<file path="config.mk">
export PLATFORM = sky130hd
export DESIGN_NAME = coalescing_lookup_dispatcher_unit
export DESIGN_NICKNAME = d
export VERILOG_FILES = /design/src/hw/rtl/cld_pkg.sv /design/src/hw/rtl/cld_ram.sv /design/src/hw/rtl/coalescing_lookup_dispatcher_unit.sv
export SDC_FILE = /design/constraint.sdc
export NUM_CORES = 2
export LEC_CHECK = 0
export BUFFER_PORTS_ARGS = -buffer_cell sky130_fd_sc_hd__buf_2
export CAP_MARGIN = 20
export CORE_UTILIZATION = 45
export DETAILED_ROUTE_END_ITERATION = 12
export SETUP_SLACK_MARGIN = 0.05
export SYNTH_ARGS = -nofsm -noshare
export SYNTH_HDL_FRONTEND = slang
export SYNTH_SLANG_ARGS = --single-unit
</file>
<file path="constraint.sdc">
create_clock -name clk -period 12.9 [get_ports clk]
set_input_delay 1.29 -clock clk [delete_from_list [all_inputs] [get_ports clk]]
set_output_delay 1.29 -clock clk [all_outputs]
set_load 0.02 [all_outputs]
</file>
<file path="src/hw/rtl/cld_pkg.sv">
// package for the coalescing lookup dispatcher
// operation and result codes, default sizes and stream word widths; no dependencies
package cld_pkg;

  localparam int NUM_CHANNELS_DEF = 4;
  localparam int QUEUE_DEPTH_DEF  = 16;
  localparam int CACHE_DEPTH_DEF  = 16;
  localparam int KEY_BITS_DEF     = 32;

  localparam int IN_DATA_W  = 80;
  localparam int OUT_DATA_W = 80;

  localparam logic [1:0] OP_LOOKUP   = 2'd0;
  localparam logic [1:0] OP_COMPLETE = 2'd1;
  localparam logic [1:0] OP_ABORT    = 2'd2;

  localparam logic [1:0] KIND_ANSWER = 2'd0;
  localparam logic [1:0] KIND_FAIL   = 2'd1;
  localparam logic [1:0] KIND_ISSUE  = 2'd2;
  localparam logic [1:0] KIND_REJECT = 2'd3;

endpackage

</file>
<file path="src/hw/rtl/cld_ram.sv">
// simple dual-port memory with registered read data
// used for the request queue and the result cache; no dependencies
module cld_ram #(
  parameter int DEPTH = 16,
  parameter int WIDTH = 32,
  parameter int AW    = (DEPTH > 1) ? $clog2(DEPTH) : 1
) (
  input  logic             clk,
  input  logic             we,
  input  logic [AW-1:0]    waddr,
  input  logic [WIDTH-1:0] wdata,
  input  logic [AW-1:0]    raddr,
  output logic [WIDTH-1:0] rdata
);

  logic [WIDTH-1:0] mem [DEPTH];
  logic [WIDTH-1:0] rdata_r;

  always_ff @(posedge clk) begin
    if (we) begin
      mem[waddr] <= wdata;
    end
    rdata_r <= mem[raddr];
  end

  assign rdata = rdata_r;

endmodule

</file>
<file path="src/hw/rtl/coalescing_lookup_dispatcher_unit.sv">
// top level of the coalescing lookup dispatcher: sequencer, channel table, result staging
// depends on cld_pkg and cld_ram
//
// input stream: tuser carries the operation (lookup, completion, abort), tdata the key,
// client, completed channel and resolved address. result stream: tuser carries the kind
// (answer, fail, issue, reject), tdata the client, key, channel and address, tlast marks
// the final result word caused by one input word.
// one input word is taken at a time; in_tready is high only while the sequencer idles.
// the sequencer walks the cache and the queue one entry per cycle, unless it holds for
// a stalled result, with one shared key comparator. a lookup scans the cache, then the
// queue. a completion scans the queue, compacting it for each served client, then steps
// over the channels for reassignment, scanning the queue for each free one, and closes.
// removing a queue entry is a copy pass over the entries behind it, one a cycle.
// results are staged one word ahead so tlast can be set on the final one; when the
// receiver stalls the sequencer holds at the next result until the output register frees.
// after reset the queue, cache and channels are empty; no clearing pass is needed since
// entries are qualified by fill counts and channel busy bits.
module coalescing_lookup_dispatcher_unit #(
  parameter int NUM_CHANNELS = cld_pkg::NUM_CHANNELS_DEF,
  parameter int QUEUE_DEPTH  = cld_pkg::QUEUE_DEPTH_DEF,
  parameter int CACHE_DEPTH  = cld_pkg::CACHE_DEPTH_DEF,
  parameter int KEY_BITS     = cld_pkg::KEY_BITS_DEF
) (
  input  logic                           clk,
  input  logic                           rst_n,
  input  logic                           in_tvalid,
  output logic                           in_tready,
  // key[31:0], client_tag[39:32], done_channel[41:40], resolved_address[73:42]
  input  logic [cld_pkg::IN_DATA_W-1:0]  in_tdata,
  // operation[1:0]
  input  logic [1:0]                     in_tuser,
  output logic                           out_tvalid,
  input  logic                           out_tready,
  // out_client[7:0], out_key[39:8], out_channel[41:40], out_address[73:42]
  output logic [cld_pkg::OUT_DATA_W-1:0] out_tdata,
  // kind[1:0]
  output logic [1:0]                     out_tuser,
  output logic                           out_tlast
);

  import cld_pkg::*;

  localparam int KW   = (KEY_BITS < 32) ? KEY_BITS : 32;
  localparam int CHW  = (NUM_CHANNELS > 1) ? $clog2(NUM_CHANNELS) : 1;
  localparam int CW   = $clog2(NUM_CHANNELS + 1);
  localparam int QAW  = (QUEUE_DEPTH > 1) ? $clog2(QUEUE_DEPTH) : 1;
  localparam int CAW  = (CACHE_DEPTH > 1) ? $clog2(CACHE_DEPTH) : 1;
  localparam int QCW  = $clog2(QUEUE_DEPTH + 1);
  localparam int CCW  = $clog2(CACHE_DEPTH + 1);
  localparam int MAXD = (QUEUE_DEPTH > CACHE_DEPTH) ? QUEUE_DEPTH : CACHE_DEPTH;
  localparam int IW   = $clog2(MAXD + 1);
  localparam int QEW  = KW + 8 + 1 + CHW;
  localparam int CEW  = KW + 32;

  localparam logic [3:0] S_IDLE = 4'd0;
  localparam logic [3:0] S_LC   = 4'd1;
  localparam logic [3:0] S_LQ   = 4'd2;
  localparam logic [3:0] S_CQ   = 4'd3;
  localparam logic [3:0] S_SH   = 4'd4;
  localparam logic [3:0] S_AB   = 4'd5;
  localparam logic [3:0] S_AS   = 4'd6;
  localparam logic [3:0] S_AW   = 4'd7;
  localparam logic [3:0] S_AM   = 4'd8;
  localparam logic [3:0] S_FIN  = 4'd9;

  logic [3:0]     st_r, st_nxt, ret_r, ret_nxt;
  logic [IW-1:0]  idx_r, idx_nxt, sav_r, sav_nxt, idx_m1;
  logic [CW-1:0]  ch_r, ch_nxt;
  logic [QCW-1:0] q_cnt_r, q_cnt_nxt;
  logic [CCW-1:0] c_cnt_r, c_cnt_nxt;
  logic [KW-1:0]  key_r, key_nxt;
  logic [7:0]     client_r, client_nxt;
  logic [1:0]     c_r, c_nxt;
  logic [31:0]    addr_r, addr_nxt;

  logic [NUM_CHANNELS-1:0] busy_r, busy_nxt;
  logic [KW-1:0]           chkey_r [NUM_CHANNELS];
  logic                    chk_we;
  logic [CHW-1:0]          chk_wa;

  logic           q_we;
  logic [QAW-1:0] q_wa;
  logic [QEW-1:0] q_wd, q_rd;
  logic           c_we;
  logic [CEW-1:0] c_rd;

  logic [KW-1:0]  q_rd_key, c_rd_key;
  logic [7:0]     q_rd_client;
  logic           q_rd_wait;
  logic [CHW-1:0] q_rd_ch;
  logic [31:0]    c_rd_addr;
  logic           eq;

  logic           free_found;
  logic [CHW-1:0] free_ch;
  logic           in_acc, cvalid, q_full, at_qend, at_cend;
  logic [CHW-1:0] in_ch, c_ch, ch_idx;

  logic        emit_req, can_emit, hold;
  logic [1:0]  e_kind;
  logic [7:0]  e_client;
  logic [31:0] e_key, e_addr;
  logic [1:0]  e_chan;

  logic        pend_v_r, pend_v_nxt;
  logic [1:0]  pend_kind_r, pend_chan_r;
  logic [7:0]  pend_client_r;
  logic [31:0] pend_key_r, pend_addr_r;

  logic        out_v_r, out_v_nxt, out_load, out_last_sel;
  logic [1:0]  out_kind_r, out_chan_r;
  logic [7:0]  out_client_r;
  logic [31:0] out_key_r, out_addr_r;
  logic        out_last_r;

  cld_ram #(.DEPTH(QUEUE_DEPTH), .WIDTH(QEW)) u_queue (
    .clk   (clk),
    .we    (q_we),
    .waddr (q_wa),
    .wdata (q_wd),
    .raddr (idx_nxt[QAW-1:0]),
    .rdata (q_rd)
  );

  cld_ram #(.DEPTH(CACHE_DEPTH), .WIDTH(CEW)) u_cache (
    .clk   (clk),
    .we    (c_we),
    .waddr (c_cnt_r[CAW-1:0]),
    .wdata ({in_tdata[73:42], chkey_r[in_ch]}),
    .raddr (idx_nxt[CAW-1:0]),
    .rdata (c_rd)
  );

  assign q_rd_key    = q_rd[KW-1:0];
  assign q_rd_client = q_rd[KW+7:KW];
  assign q_rd_wait   = q_rd[KW+8];
  assign q_rd_ch     = q_rd[QEW-1:KW+9];
  assign c_rd_key    = c_rd[KW-1:0];
  assign c_rd_addr   = c_rd[CEW-1:KW];

  // the shared key comparator
  assign eq = ((st_r == S_LC) ? c_rd_key : q_rd_key) == key_r;

  assign in_tready = (st_r == S_IDLE);
  assign in_acc    = in_tvalid && in_tready;
  assign in_ch     = in_tdata[40 +: CHW];
  assign c_ch      = c_r[CHW-1:0];
  assign ch_idx    = ch_r[CHW-1:0];
  assign cvalid    = ({1'b0, in_tdata[41:40]} < 3'(NUM_CHANNELS)) ? busy_r[in_ch] : 1'b0;
  assign q_full    = (q_cnt_r == QCW'(QUEUE_DEPTH));
  assign at_qend   = (idx_r == IW'(q_cnt_r));
  assign at_cend   = (idx_r == IW'(c_cnt_r));
  assign idx_m1    = idx_r - IW'(1);

  always_comb begin
    free_found = 1'b0;
    free_ch    = '0;
    for (int i = 0; i < NUM_CHANNELS; i++) begin
      if (!busy_r[i] && !free_found) begin
        free_found = 1'b1;
        free_ch    = CHW'(i);
      end
    end
  end

  // result decode per state
  always_comb begin
    emit_req = 1'b0;
    e_kind   = KIND_ANSWER;
    e_client = '0;
    e_key    = '0;
    e_chan   = '0;
    e_addr   = '0;
    case (st_r)
      S_LC: begin
        if (at_cend) begin
          if (q_full) begin
            emit_req = 1'b1;
            e_kind   = KIND_REJECT;
            e_client = client_r;
          end
        end else if (eq) begin
          emit_req = 1'b1;
          e_kind   = KIND_ANSWER;
          e_client = client_r;
          e_addr   = c_rd_addr;
        end
      end
      S_LQ: begin
        if (at_qend && free_found) begin
          emit_req = 1'b1;
          e_kind   = KIND_ISSUE;
          e_key    = 32'(key_r);
          e_chan   = 2'(free_ch);
        end
      end
      S_CQ: begin
        if (!at_qend && !q_rd_wait && q_rd_ch == c_ch) begin
          emit_req = 1'b1;
          e_kind   = (addr_r == '0) ? KIND_FAIL : KIND_ANSWER;
          e_client = q_rd_client;
          e_addr   = addr_r;
        end
      end
      S_AM: begin
        if (at_qend) begin
          emit_req = 1'b1;
          e_kind   = KIND_ISSUE;
          e_key    = 32'(key_r);
          e_chan   = 2'(ch_idx);
        end
      end
      default: begin
      end
    endcase
  end

  assign can_emit = !pend_v_r || !out_v_r || out_tready;
  assign hold     = emit_req && !can_emit;

  always_comb begin
    st_nxt       = st_r;
    ret_nxt      = ret_r;
    idx_nxt      = idx_r;
    sav_nxt      = sav_r;
    ch_nxt       = ch_r;
    q_cnt_nxt    = q_cnt_r;
    c_cnt_nxt    = c_cnt_r;
    key_nxt      = key_r;
    client_nxt   = client_r;
    c_nxt        = c_r;
    addr_nxt     = addr_r;
    busy_nxt     = busy_r;
    chk_we       = 1'b0;
    chk_wa       = free_ch;
    q_we         = 1'b0;
    q_wa         = q_cnt_r[QAW-1:0];
    q_wd         = q_rd;
    c_we         = 1'b0;
    pend_v_nxt   = pend_v_r;
    out_load     = 1'b0;
    out_last_sel = 1'b0;
    if (!hold) begin
      if (emit_req) begin
        pend_v_nxt = 1'b1;
        out_load   = pend_v_r;
      end
      case (st_r)
        S_IDLE: begin
          if (in_acc) begin
            key_nxt    = in_tdata[KW-1:0];
            client_nxt = in_tdata[39:32];
            c_nxt      = in_tdata[41:40];
            addr_nxt   = in_tdata[73:42];
            idx_nxt    = '0;
            case (in_tuser)
              OP_LOOKUP: st_nxt = S_LC;
              OP_COMPLETE: begin
                if (cvalid) begin
                  if (in_tdata[73:42] != '0 && c_cnt_r < CCW'(CACHE_DEPTH)) begin
                    c_we      = 1'b1;
                    c_cnt_nxt = c_cnt_r + CCW'(1);
                  end
                  st_nxt = S_CQ;
                end else begin
                  st_nxt = S_FIN;
                end
              end
              OP_ABORT: st_nxt = S_AB;
              default: st_nxt = S_FIN;
            endcase
          end
        end
        S_LC: begin
          if (at_cend) begin
            if (q_full) begin
              st_nxt = S_FIN;
            end else begin
              idx_nxt = '0;
              st_nxt  = S_LQ;
            end
          end else if (eq) begin
            st_nxt = S_FIN;
          end else begin
            idx_nxt = idx_r + IW'(1);
          end
        end
        S_LQ: begin
          if (at_qend) begin
            q_we      = 1'b1;
            q_cnt_nxt = q_cnt_r + QCW'(1);
            if (free_found) begin
              q_wd             = {free_ch, 1'b0, client_r, key_r};
              busy_nxt[free_ch] = 1'b1;
              chk_we           = 1'b1;
            end else begin
              q_wd = {CHW'(0), 1'b1, client_r, key_r};
            end
            st_nxt = S_FIN;
          end else if (eq) begin
            q_we      = 1'b1;
            q_cnt_nxt = q_cnt_r + QCW'(1);
            q_wd      = {q_rd_ch, q_rd_wait, client_r, key_r};
            st_nxt    = S_FIN;
          end else begin
            idx_nxt = idx_r + IW'(1);
          end
        end
        S_CQ: begin
          if (at_qend) begin
            busy_nxt[c_ch] = 1'b0;
            ch_nxt         = '0;
            st_nxt         = S_AS;
          end else if (emit_req) begin
            sav_nxt = idx_r;
            ret_nxt = S_CQ;
            idx_nxt = idx_r + IW'(1);
            st_nxt  = S_SH;
          end else begin
            idx_nxt = idx_r + IW'(1);
          end
        end
        S_SH: begin
          if (at_qend) begin
            q_cnt_nxt = q_cnt_r - QCW'(1);
            idx_nxt   = sav_r;
            st_nxt    = ret_r;
          end else begin
            q_we    = 1'b1;
            q_wa    = idx_m1[QAW-1:0];
            q_wd    = q_rd;
            idx_nxt = idx_r + IW'(1);
          end
        end
        S_AB: begin
          if (at_qend) begin
            st_nxt = S_FIN;
          end else if (q_rd_client == client_r) begin
            sav_nxt = idx_r;
            ret_nxt = S_FIN;
            idx_nxt = idx_r + IW'(1);
            st_nxt  = S_SH;
          end else begin
            idx_nxt = idx_r + IW'(1);
          end
        end
        S_AS: begin
          if (ch_r == CW'(NUM_CHANNELS)) begin
            st_nxt = S_FIN;
          end else if (busy_r[ch_idx]) begin
            ch_nxt = ch_r + CW'(1);
          end else begin
            idx_nxt = '0;
            st_nxt  = S_AW;
          end
        end
        S_AW: begin
          if (at_qend) begin
            st_nxt = S_FIN;
          end else if (q_rd_wait) begin
            key_nxt = q_rd_key;
            st_nxt  = S_AM;
          end else begin
            idx_nxt = idx_r + IW'(1);
          end
        end
        S_AM: begin
          if (at_qend) begin
            busy_nxt[ch_idx] = 1'b1;
            chk_we           = 1'b1;
            chk_wa           = ch_idx;
            ch_nxt           = ch_r + CW'(1);
            st_nxt           = S_AS;
          end else begin
            if (q_rd_wait && eq) begin
              q_we = 1'b1;
              q_wa = idx_r[QAW-1:0];
              q_wd = {ch_idx, 1'b0, q_rd_client, q_rd_key};
            end
            idx_nxt = idx_r + IW'(1);
          end
        end
        S_FIN: begin
          if (pend_v_r) begin
            if (!out_v_r || out_tready) begin
              out_load     = 1'b1;
              out_last_sel = 1'b1;
              pend_v_nxt   = 1'b0;
              st_nxt       = S_IDLE;
            end
          end else begin
            st_nxt = S_IDLE;
          end
        end
        default: st_nxt = S_IDLE;
      endcase
    end
  end

  always_comb begin
    out_v_nxt = out_v_r;
    if (out_load) begin
      out_v_nxt = 1'b1;
    end else if (out_v_r && out_tready) begin
      out_v_nxt = 1'b0;
    end
  end

  always_ff @(posedge clk) begin
    if (!rst_n) begin
      st_r     <= S_IDLE;
      q_cnt_r  <= '0;
      c_cnt_r  <= '0;
      busy_r   <= '0;
      pend_v_r <= 1'b0;
      out_v_r  <= 1'b0;
    end else begin
      st_r     <= st_nxt;
      q_cnt_r  <= q_cnt_nxt;
      c_cnt_r  <= c_cnt_nxt;
      busy_r   <= busy_nxt;
      pend_v_r <= pend_v_nxt;
      out_v_r  <= out_v_nxt;
    end
  end

  always_ff @(posedge clk) begin
    ret_r    <= ret_nxt;
    idx_r    <= idx_nxt;
    sav_r    <= sav_nxt;
    ch_r     <= ch_nxt;
    key_r    <= key_nxt;
    client_r <= client_nxt;
    c_r      <= c_nxt;
    addr_r   <= addr_nxt;
    if (chk_we) begin
      chkey_r[chk_wa] <= key_r;
    end
    if (emit_req && !hold) begin
      pend_kind_r   <= e_kind;
      pend_client_r <= e_client;
      pend_key_r    <= e_key;
      pend_chan_r   <= e_chan;
      pend_addr_r   <= e_addr;
    end
    if (out_load) begin
      out_kind_r   <= pend_kind_r;
      out_client_r <= pend_client_r;
      out_key_r    <= pend_key_r;
      out_chan_r   <= pend_chan_r;
      out_addr_r   <= pend_addr_r;
      out_last_r   <= out_last_sel;
    end
  end

  assign out_tvalid = out_v_r;
  assign out_tuser  = out_kind_r;
  assign out_tlast  = out_last_r;
  assign out_tdata  = {6'd0, out_addr_r, out_chan_r, out_key_r, out_client_r};

endmodule

</file>
==> run metrics <==
status=complete, no violations; root buffer cell=clkbuf_16; static leakage=33.8 nW; number of synthesized flops with an enable pin=a little over 2k; unrepaired setup endpoints after global routing=false; Most used DFF post-synth=edfxtp_1; Residual DRC=0; overflow left after global routing=0; Tot GR Track Use=between 20% and 30%; PD cells=about 230 nW/µm²; Critical Path RT=13.69 ns; FMAX=roughly 0.12 GHz; syn_area_per_cell=about 16 µm²; DR vias/cell=6.54; Final setup viols=0; maximum fanout along the worst path=about 100; Worst EP arrival=8.89 ns; Layout Skew=approximately 0.064 ns; fraction of registers with async set/reset=0%; Die H=445 µm; TNS Setup=0 ns; number of distinct library cells after synthesis=approximately 80; Max Slew Vio Count=0; Syn Inst Count=5454; largest net degree at the start of global routing=between 200 and 300; Fill cells=16.0k; area of the multi-input gates=around 22000 µm²; Synth area leader=edfxtp_1; Setup CP Type=register to register; std cell rows=between 150 and 200; crit start category=register; Worst-path clk slew=approximately 0.06 ns; clock sinks=about 2.2k; total CTS buffers=between 200 and 250; area of the core=roughly 200000 µm²; Period Utilization, post-route=between 60% and 70%; top-area cell type share of the netlist area=70.6%; Iteration-0 DRC Markers=between 7k and 8k; Clock Tree Buf Depth=3; fin crit period=between 8 and 9 ns; top cells by count, synth=edfxtp_1 (2078), and3_1 (650), a221oi_1 (648); clock latency on the worst-skew pair=~0.89 ns; register area share after synthesis=73.6%; Post-Syn Area=slightly below 90000 µm²; DR vias=about 55k; worst slew pin tran=1.23 ns; H-tree levels=4; maxcap violations=0; Hold Buf Count CTS=0; Synth-to-Final Area Change=12.4%; initial antenna violation count=25; most frequent cell after synthesis=edfxtp_1; CTS tree=built; layout net count=between 5k and 6k; dpl hpwl=between 100000 and 150000 µm; drt wl/cell=31.2 µm; top cells by area, synth=edfxtp_1 (71%), a221oi_1 (6.4%), and3_1 (4.6%); port bufs=~160; Detailed Routing Iterations Pass 1=6; Ports=between 150 and 200; Hold Fails Final Rpt=0; final worst slack=roughly 4.8 ns; ANT nets after route=0; warnings from Yosys=0; first-pass GRT wire length=between 300000 and 400000 µm; flops & latches, synth=between 2k and 2.5k; ratio of cells with drive above 1 in the final layout=15.6%; dpl ws=between 4 and 5 ns; PostCTS Resize Cnt=0; crit end category=register; Initial Util=45.3%; Die W=445 µm; Final Routed Wirelength=between 200000 and 300000 µm; Reg area=65000 µm²; relative slew slack=~18%; Max rail drop VDD=0.262 mV; Hold Crit Class=register to register; setup bufs post-CTS=0; GPL Wtd Cong=approximately 0.9; vias in the first global route=around 52k; Die ar.=about 200000 µm²
## sequential cells by signal, summed over array words and instances (netlist names), 32 cells and up
register,count
key_r,32
addr_r,32
u_cache.mem,1024
u_queue.mem,688
pend_addr_r,32
out_addr_r,32
u_cache.rdata,64
chkey_r,128
out_key_r,32
u_queue.rdata,43
pend_key_r,32
## path summary, 6_finish.rpt
kind / depth (start not counted) / slack (ns) / endpoint / from
worst max register to register: 14 / 4.80 / u_cache.rdata[62] / st_r[0]
worst min-delay path: 0 / 0.38 / out_key_r[6] / pend_key_r[6]
worst max-delay path: 14 / 4.80 / u_cache.rdata[62] / st_r[0]
worst min register to register: 0 / 0.38 / out_key_r[6] / pend_key_r[6]
## cells by family (layout without fill, tap and decap cells)
family / after synthesis / count (layout) / synth area share, %
AO/OA/AOI/OAI: 1264 / 1264 / 11.3
XOR/XNOR: 64 / 64 / 0.634
adder cells (fa/ha/maj): 14 / 14 / 0.207
buffers and inverters: 505 / 749 / 2.31
flip-flops: 2209 / 2209 / 73.6
multiplexers: 327 / 327 / 4.58
other: 1 / 19 / 0.00424
AND/OR/NAND/NOR: 1070 / 1070 / 7.34
## cells in the final DEF (no fill, tap or decap), types with 13 or more instances in the layout
cell type  count
a21oi_1       32
a221oi_1     648
a22o_1       148
and2_1        29
and3_1       650
buf_2        158
buf_4        118
clkbuf_1      73
clkbuf_16    225
clkbuf_8      31
clkinv_1      36
clkinv_2      27
dfxtp_1      130
diode_2       13
edfxtp_1    2078
ha_1          13
inv_1         40
mux2_1        94
mux2_2       187
mux4_2        34
nand2_1       56
nand2b_1      17
nand3_1       16
nand4_1       16
nor2_1        62
nor2_4        32
nor2b_1       14
nor4_1        26
o21ai_0       25
o22ai_1      327
or4_1        108
xnor2_1       43
xor2_1        21
## cell type report
type	instances	area share [%]
Clock buffer	329	6.38
Tap cell	2624	3.31
Multi-Input combinational cell	2745	21.9
Antenna cell	13	0.0328
Clock inverter	91	0.922
Timing Repair Buffer	283	1.83
Inverter	46	0.181
Sequential cell	2209	65.5
## stage by stage
stage / utilization, % / area, µm² / cells / hold slack [ns] / power, mW
finish: 50.9 / 99300 / 8340 / 0.383 / 22.4
global route: 50.9 / 99300 / 8334 / 0.399 / 23.2
CTS: 50.9 / 99200 / 8323 / 0.383 / 22.3
global placement: 47.2 / 92000 / 7903 / 0.404 / 15.9
floorplan: - / 88400 / 5459 / 0.400 / 13.6
detailed placement: 47.2 / 92000 / 7903 / 0.405 / 16.0
## power breakdown
part / total [mW] / switching [mW] / internal [mW]
clock: 6.39 / 2.75 / 3.64
sequential: 9.46 / 0.501 / 8.95
combinational: 6.53 / 4.50 / 2.03
total: 22.4 / 7.75 / 14.6
## critical path, stage by stage (launching register included)
cell	delay [ns]
dfxtp_1	0.74
or4b_1	0.99
o41ai_2	0.46
a31oi_1	0.06
or4_1	0.65
nor3_2	0.55
nand3_1	0.29
nand3_4	0.72
buf_4	0.83
buf_4	0.87
buf_4	0.92
and3_1	0.28
a221oi_1	0.07
o22ai_1	0.26
or4_1	0.21
## per-layer routing
metal	global-route usage, %	wire, µm	vias to the layer above
met5	0	67	-
met4	9.47	8370	10
met3	4.73	23600	451
met2	40.8	124000	2866
met1	35.1	103000	28200
li1	-	-	23000
No activity file was read; power rests on OpenSTA's default activity.
